[config.mk]
export PLATFORM = sky130hd
export DESIGN_NAME = suk_cell
export DESIGN_NICKNAME = d
export VERILOG_FILES = /design/src/sorted_unique_key_table_defines.svh /design/src/suk_pkg.sv /design/src/suk_cell.sv
export SDC_FILE = /design/constraint.sdc
export NUM_CORES = 1
export LEC_CHECK = 0
export BUFFER_PORTS_ARGS = -buffer_cell sky130_fd_sc_hd__buf_2
export CAP_MARGIN = 20
export CORE_MARGIN = 4
export CORE_UTILIZATION = 42
export CTS_BUF_LIST = sky130_fd_sc_hd__clkbuf_4
export DETAILED_ROUTE_END_ITERATION = 12
export HOLD_SLACK_MARGIN = 0.12
export PLACE_DENSITY_LB_ADDON = 0.15
export SLEW_MARGIN = 20
export SYNTH_ARGS = -nofsm -noshare
export SYNTH_HDL_FRONTEND = slang
export SYNTH_SLANG_ARGS = --single-unit
[constraint.sdc]
create_clock -name clk_i -period 2.19 [get_ports clk_i]
set_clock_uncertainty 0.05 [all_clocks]
set_input_delay 0.219 -clock clk_i [delete_from_list [all_inputs] [get_ports clk_i]]
set_output_delay 0.219 -clock clk_i [all_outputs]
set_load 0.03 [all_outputs]
[src/sorted_unique_key_table_defines.svh]
// Assertion helpers for the sorted unique key table.
`ifndef SORTED_UNIQUE_KEY_TABLE_DEFINES_SVH
`define SORTED_UNIQUE_KEY_TABLE_DEFINES_SVH

// Same-cycle implication, sampled on clk_i, off during reset.
`define SUK_ASSERT_IMPL(lbl, ante, cons, msg) \
  lbl: assert property (@(posedge clk_i) disable iff (!rst_ni) (ante) |-> (cons)) \
    else $error(msg);

// Next-cycle implication, sampled on clk_i, off during reset.
`define SUK_ASSERT_NEXT(lbl, ante, cons, msg) \
  lbl: assert property (@(posedge clk_i) disable iff (!rst_ni) (ante) |=> (cons)) \
    else $error(msg);

`endif

[src/suk_pkg.sv]
package suk_pkg;

  localparam int unsigned Depth = 64;
  localparam int unsigned KeyW  = 32;
  localparam int unsigned CntW  = $clog2(Depth + 1);
  localparam int unsigned CapW  = 7;

  typedef enum logic [2:0] {
    ST_INSERTED  = 3'd0,
    ST_DUPLICATE = 3'd1,
    ST_FULL      = 3'd2,
    ST_REMOVED   = 3'd3,
    ST_NOT_FOUND = 3'd4
  } status_e;

  typedef enum logic {
    OP_INSERT = 1'b0,
    OP_REMOVE = 1'b1
  } op_e;

  typedef struct packed {
    op_e                   op;
    logic signed [KeyW-1:0] key;
  } cmd_t;

  typedef struct packed {
    status_e           status;
    logic [CntW-1:0]   position;
    logic [CntW-1:0]   count;
    logic              is_full;
    logic              is_empty;
  } result_t;

  // Broadcast to every cell in the update cycle.
  typedef struct packed {
    logic ins;
    logic rem;
  } cell_ctrl_t;

endpackage

[src/suk_cell.sv]
module suk_cell (
  input  logic                           clk_i,
  input  logic signed [suk_pkg::KeyW-1:0] key_i,
  input  logic signed [suk_pkg::KeyW-1:0] lower_key_i,
  input  logic signed [suk_pkg::KeyW-1:0] upper_key_i,
  input  logic                           prev_lt_i,
  input  logic                           in_use_i,
  input  suk_pkg::cell_ctrl_t            ctrl_i,
  output logic signed [suk_pkg::KeyW-1:0] key_o,
  output logic                           lt_o,
  output logic                           eq_o
);
  import suk_pkg::*;

  logic signed [KeyW-1:0] key_d, key_q;
  logic                   lt_q, eq_q;

  // Insert: keep smaller keys, load at the boundary, take the lower neighbor above it.
  // Remove: keep smaller keys, take the upper neighbor from the hit onward.
  always_comb begin
    key_d = key_q;
    if (ctrl_i.ins && !lt_q) begin
      key_d = prev_lt_i ? key_i : lower_key_i;
    end else if (ctrl_i.rem && !lt_q) begin
      key_d = upper_key_i;
    end
  end

  always_ff @(posedge clk_i) begin
    key_q <= key_d;
    lt_q  <= in_use_i && (key_q < key_i);
    eq_q  <= in_use_i && (key_q == key_i);
  end

  assign key_o = key_q;
  assign lt_o  = lt_q;
  assign eq_o  = eq_q;

endmodule

Word-level counts from Yosys, hierarchy flattened. Index checks and enable logic that the tools add are counted.

Memories: 0. Memory bits (writable): 0. Register bits: 34. Bits in latches: 0. ROM bits: 0.

Divide/modulo/power cells: 0. Bitwise gates (word level): 0. Reduce and logical (&&, ||, !) cells: 6. Add/sub/neg operators: 0. $mul: 0. Muxes and demuxes: 3. Shifts and indexed selects: 0. Equality and inequality tests: 1. Magnitude comparators: 1.

Operators by type and width (number): two-way mux 32 bit (3); == test 32 bit (1); < comparator 32 bit (1); logical AND 1 bit (4); nonzero test 2 bit (1); logical NOT 1 bit (1).

Logic depth before layout (Yosys ltp).
Depth in word-level cells: 4. Gate-level depth with buffers: 7. Depth with buffers taken out: 7.

Worst setup path after synthesis. OpenSTA, ideal clock, no wires.

Path type: reg2reg. Start: register lt_q (netlist: lt_o). End: register key_q[0] (netlist: key_o[0]), enable pin. Stages on the path, launching flop included: 2. Library setup time: 422 ps. Data arrival time: 1813 ps. Path buffers: 0. Required time: 1718 ps. Setup slack: -95 ps. Cell sequence: dfxtp_1 > nor2_1.

Word-level cells in the longest chain between the ends: 3. Elaborated cells between the ends (all ways): 4. Classes of those cells: reduce/logical: 4.

Ends and longest elaborated chain: start: declaration (line suk_cell.sv:16) `logic lt_q, eq_q;`; start signal: assignment (line suk_cell.sv:31) `lt_q <= in_use_i && (key_q < key_i);`; logical NOT 1 bit * (line suk_cell.sv:22, suk_cell.sv:24); logical AND 1 bit (on tied branches) (line suk_cell.sv:22, suk_cell.sv:24); nonzero test 2 bit (no line) *; end signal: assignment (line suk_cell.sv:30) `key_q <= key_d;`; end: declaration (line suk_cell.sv:15) `logic signed [KeyW-1:0] key_d, key_q;`.

Mark *: on every way between the ends. The rest lies on a longest branch, timed or not. A chain may end at the register's enable or synchronous reset.

Worst setup path after layout.
Start: register key_q[23] (netlist: key_o[23]). End: register lt_q (netlist: lt_o).

Word-level cells in the longest chain between the ends: 2.

Ends and longest elaborated chain (line): < comparator 32 bit (suk_cell.sv:31); logical AND 1 bit (suk_cell.sv:31).

No other way between the ends.

==> results.txt <==
----------------------------------------------------
[Floorplanning]
  Initial core utilization ... 0.4305
  Row Count ... 28
  Die Area ... 0.007339 mm^2
  Width of the die ... 85.67 um
  Core Box Area ... roughly 0.006 mm^2
  Boundary pin count ... about 140
  Die Ht ... 85.67 um

[Timing]
  Tcrit/Tclk final ... 0.8278
  Min cycle time layout ... 1813 ps
  Number of slew-limit violations in the final report ... 0
  Count of final setup violators ... 0
  Worst Tran Pin Value ... about 580 ps
  Number of hold violations in the final report ... 0
  Achievable Freq ... ~550 MHz
  Unrepaired setup endpoints after global routing ... false
  WHS ... 132.1 ps
  Post-route setup TNS ... 0 ps
  Slew HR ... 0.6119
  Post-route worst setup slack ... 377.2 ps

[Global routing]
  Number of global-route vias before repair ... 2,374
  Maximum number of pins on one net before global-route repair ... 35
  Combined global-route utilization of all metal layers ... 0.1772
  Antenna violations before repair ... 0
  Congestion Overflow GR ... 0
  Wire length of the first global-routing pass ... 10.41 mm

[Critical path]
  Critical path type ... reg2reg
  Slowest cell on crit path ... sky130_fd_sc_hd__edfxtp_1
  Worst reg2reg path startpoint ... key_o[23]$_DFFE_PP_
  Crit. Startpoint ... key_o[23]$_DFFE_PP_
  Critical path endpoint category ... flop
  Critical-path cell list ... ha_1 > and4_1 > nor4b_2 > nor2_1 > a31oi_1 > mux2i_1
  Worst Setup Start Kind ... flop
  Largest incremental delay on the critical path ... 410 ps
  CP required ... 2410 ps
  Endpoint arrival time on the critical path ... 2030 ps
  Critical path fanouts, max ... 3

[Min path]
  Worst hold path startpoint ... upper_key_i[6]
  Class of the worst hold path ... in2reg

[Synthesis]
  Fraction of synthesis flops using an asynchronous set or reset pin ... 0
  Synthesized netlist cell count ... approximately 260
  Distinct cells, synth ... 31
  Post-synthesis cell type with the largest combined area ... sky130_fd_sc_hd__edfxtp_1
  Commonest cells in the netlist ... sky130_fd_sc_hd__nand2_1, sky130_fd_sc_hd__mux2i_1, sky130_fd_sc_hd__edfxtp_1, sky130_fd_sc_hd__ha_1, sky130_fd_sc_hd__inv_1
  Area share of the largest cell type after synthesis ... 0.3793
  Cell Area, Synth ... approximately 0.0025 mm^2
  Leading post-synthesis cells by cell area ... sky130_fd_sc_hd__edfxtp_1, sky130_fd_sc_hd__ha_1, sky130_fd_sc_hd__mux2i_1
  Most frequent cell after synthesis ... sky130_fd_sc_hd__nand2_1
  Total of warnings raised by yosys ... 0
  Mean post-synth cell area ... 9.783 um^2
  Number of synthesized flops with an enable pin ... 32
  Share of the yosys chip area belonging to registers ... 0.3951
  Syn_nets ... 392
  #FFs+latches synth ... 34
  Most instantiated flip-flop cell in the synthesis netlist ... sky130_fd_sc_hd__edfxtp_1

[Clock network]
  Cts repair resizes ... 0
  Number of levels in the clock H-tree ... 2
  Number of hold buffers added after cts ... 25
  Count of clock tree sinks ... 34
  Clock tree from TritonCTS ... done
  Clock-pin slew reported for the worst setup and hold paths after clock tree synthesis ... approximately 110 ps
  TritonCTS Buffers ... 5
  Buffer count from post-CTS setup fixing ... 0
  Buffer cell driving the clock tree root ... sky130_fd_sc_hd__clkbuf_4
  Clock Latency Late Sink ... 340 ps
  Buffers from clock root to sink, at most ... 2

[Cells and area]
  Area Overhead vs Synth ... 42.57%
  Multi-input gate area in the final layout ... 0.001375 mm^2
  Final net count ... 550
  Count of antenna diodes in the layout ... 0
  FF+latch area ... 0.001001 mm^2
  Fraction of layout instances using a drive strength above 1 ... 0.3684
  Fillcell total ... 538

[Place]
  Input/output buffers ... 134
  Pre-CTS setup slack ... 365.5 ps
  DP HPWL ... 5.096 mm
  Routability congestion estimate ... 0.7590

[Routing]
  Drt wl/cell ... ~13 um
  Via count ... 2,380
  DR pass1 iterations ... 4
  Violation count after the first detailed-routing iteration ... 84
  Post-route antenna net violation count ... 0
  Vias per inst ... 4.828
  Wirelength, routed ... around 6.5 mm
  DRC Markers ... 0

[Power and ir drop]
  Power density over cell area ... 670.4 mW/mm^2
  Maximum ir drop on the vdd rail ... approximately 0.34 mV
  Static leakage ... approximately 1.9 nW

[Job]
  # Max-Cap Violations ... 0

[Outcome]
  Run status ... finished clean

----------------------------------------------------
layout by cell type, fill, tap and decap left out, types with 2 or more instances in the layout:
cell type                       instances
sky130_fd_sc_hd__nand4_1                2
sky130_fd_sc_hd__buf_12                 2
sky130_fd_sc_hd__a21oi_1               11
sky130_fd_sc_hd__mux2i_1               33
sky130_fd_sc_hd__a211oi_1               3
sky130_fd_sc_hd__dfxtp_1                2
sky130_fd_sc_hd__o21ai_0               24
sky130_fd_sc_hd__inv_1                 32
sky130_fd_sc_hd__edfxtp_1              32
sky130_fd_sc_hd__nand4_2                2
sky130_fd_sc_hd__o21ai_1               14
sky130_fd_sc_hd__ha_1                  32
sky130_fd_sc_hd__and4_1                 3
sky130_fd_sc_hd__nor2_1                 3
sky130_fd_sc_hd__nand2_1               39
sky130_fd_sc_hd__buf_2                134
sky130_fd_sc_hd__clkbuf_4               6
sky130_fd_sc_hd__dlygate4sd3_1         25
power by group:
| part | internal [mW] | leakage (nW) | switching [mW] | total [mW] |
|---|---|---|---|---|
| Clock | 0.133 | 0.0331 | 0.212 | 0.345 |
| Combinational | 0.421 | 1.52 | 0.696 | 1.12 |
| Sequential | 0.893 | 0.341 | 0.0660 | 0.959 |
cell type report:
cell class,count,area share
clock buffer,6,0.01247
inverter,32,0.03325
timing repair buffer,162,0.2681
multi-input combinational,182,0.3807
clock inverter,2,0.002425
tap,75,0.02598
sequential,34,0.2771
metal layers:
metal / global-route usage / wire length, um / vias to the layer above / share of wire
li1: - / - / 1238 / -
met1: 0.2061 / 2633 / 1050 / 0.40
met2: 0.3178 / 3260 / 83 / 0.50
met3: 0.05091 / 545 / 9 / 0.083
met4: 0.04748 / 93 / 0 / 0.014
met5: 0 / 0 / - / 0
cell families (layout without fill, tap and decap cells):
logic type | count (synthesis) | count (layout) | synth area share
adders and majority gates | 32 | 32 | 0.1580
buffers and inverters | 43 | 202 | 0.06617
AOI/OAI and AO/OA | 59 | 59 | 0.1289
DFF | 34 | 34 | 0.3951
muxes | 33 | 33 | 0.1304
and+or+nand+nor | 58 | 58 | 0.1215
metrics by stage:
stage | utilization | area, um^2 | std cells | power (mW)
2_1_floorplan | - | 2536 | 259 | 1.701
3_3_place_gp | 0.5621 | 3308 | 460 | 2.050
3_5_place_dp | 0.5621 | 3308 | 460 | 2.072
4_1_cts | 0.6137 | 3612 | 493 | 2.458
5_1_grt | 0.6137 | 3612 | 493 | 2.600
6_report | 0.6137 | 3612 | 493 | 2.422
final timing paths:
check / to / slack (ps) / depth (start not counted)
min: key_o[6]$_DFFE_PP_ / 130 / 3
max reg2reg: lt_o$_DFF_P_ / 380 / 6
min reg2reg: eq_o$_DFF_P_ / 660 / 2
max: lt_o$_DFF_P_ / 380 / 6
registers in the layout, summed over array words and instances (netlist names):
| register | cells |
|---|---|
| eq_o | 1 |
| key_o | 32 |
| lt_o | 1 |
critical path: cells and delay by family, from the launching register on:
kind                     cells  cell delay (ps)
AO/OA/AOI/OAI                1              180
adder cells (fa/ha/maj)      1              320
flip-flops                   1              410
multiplexers                 1              200
AND/OR/NAND/NOR              3              580
Note: power is estimated with default switching activity, not from simulation.
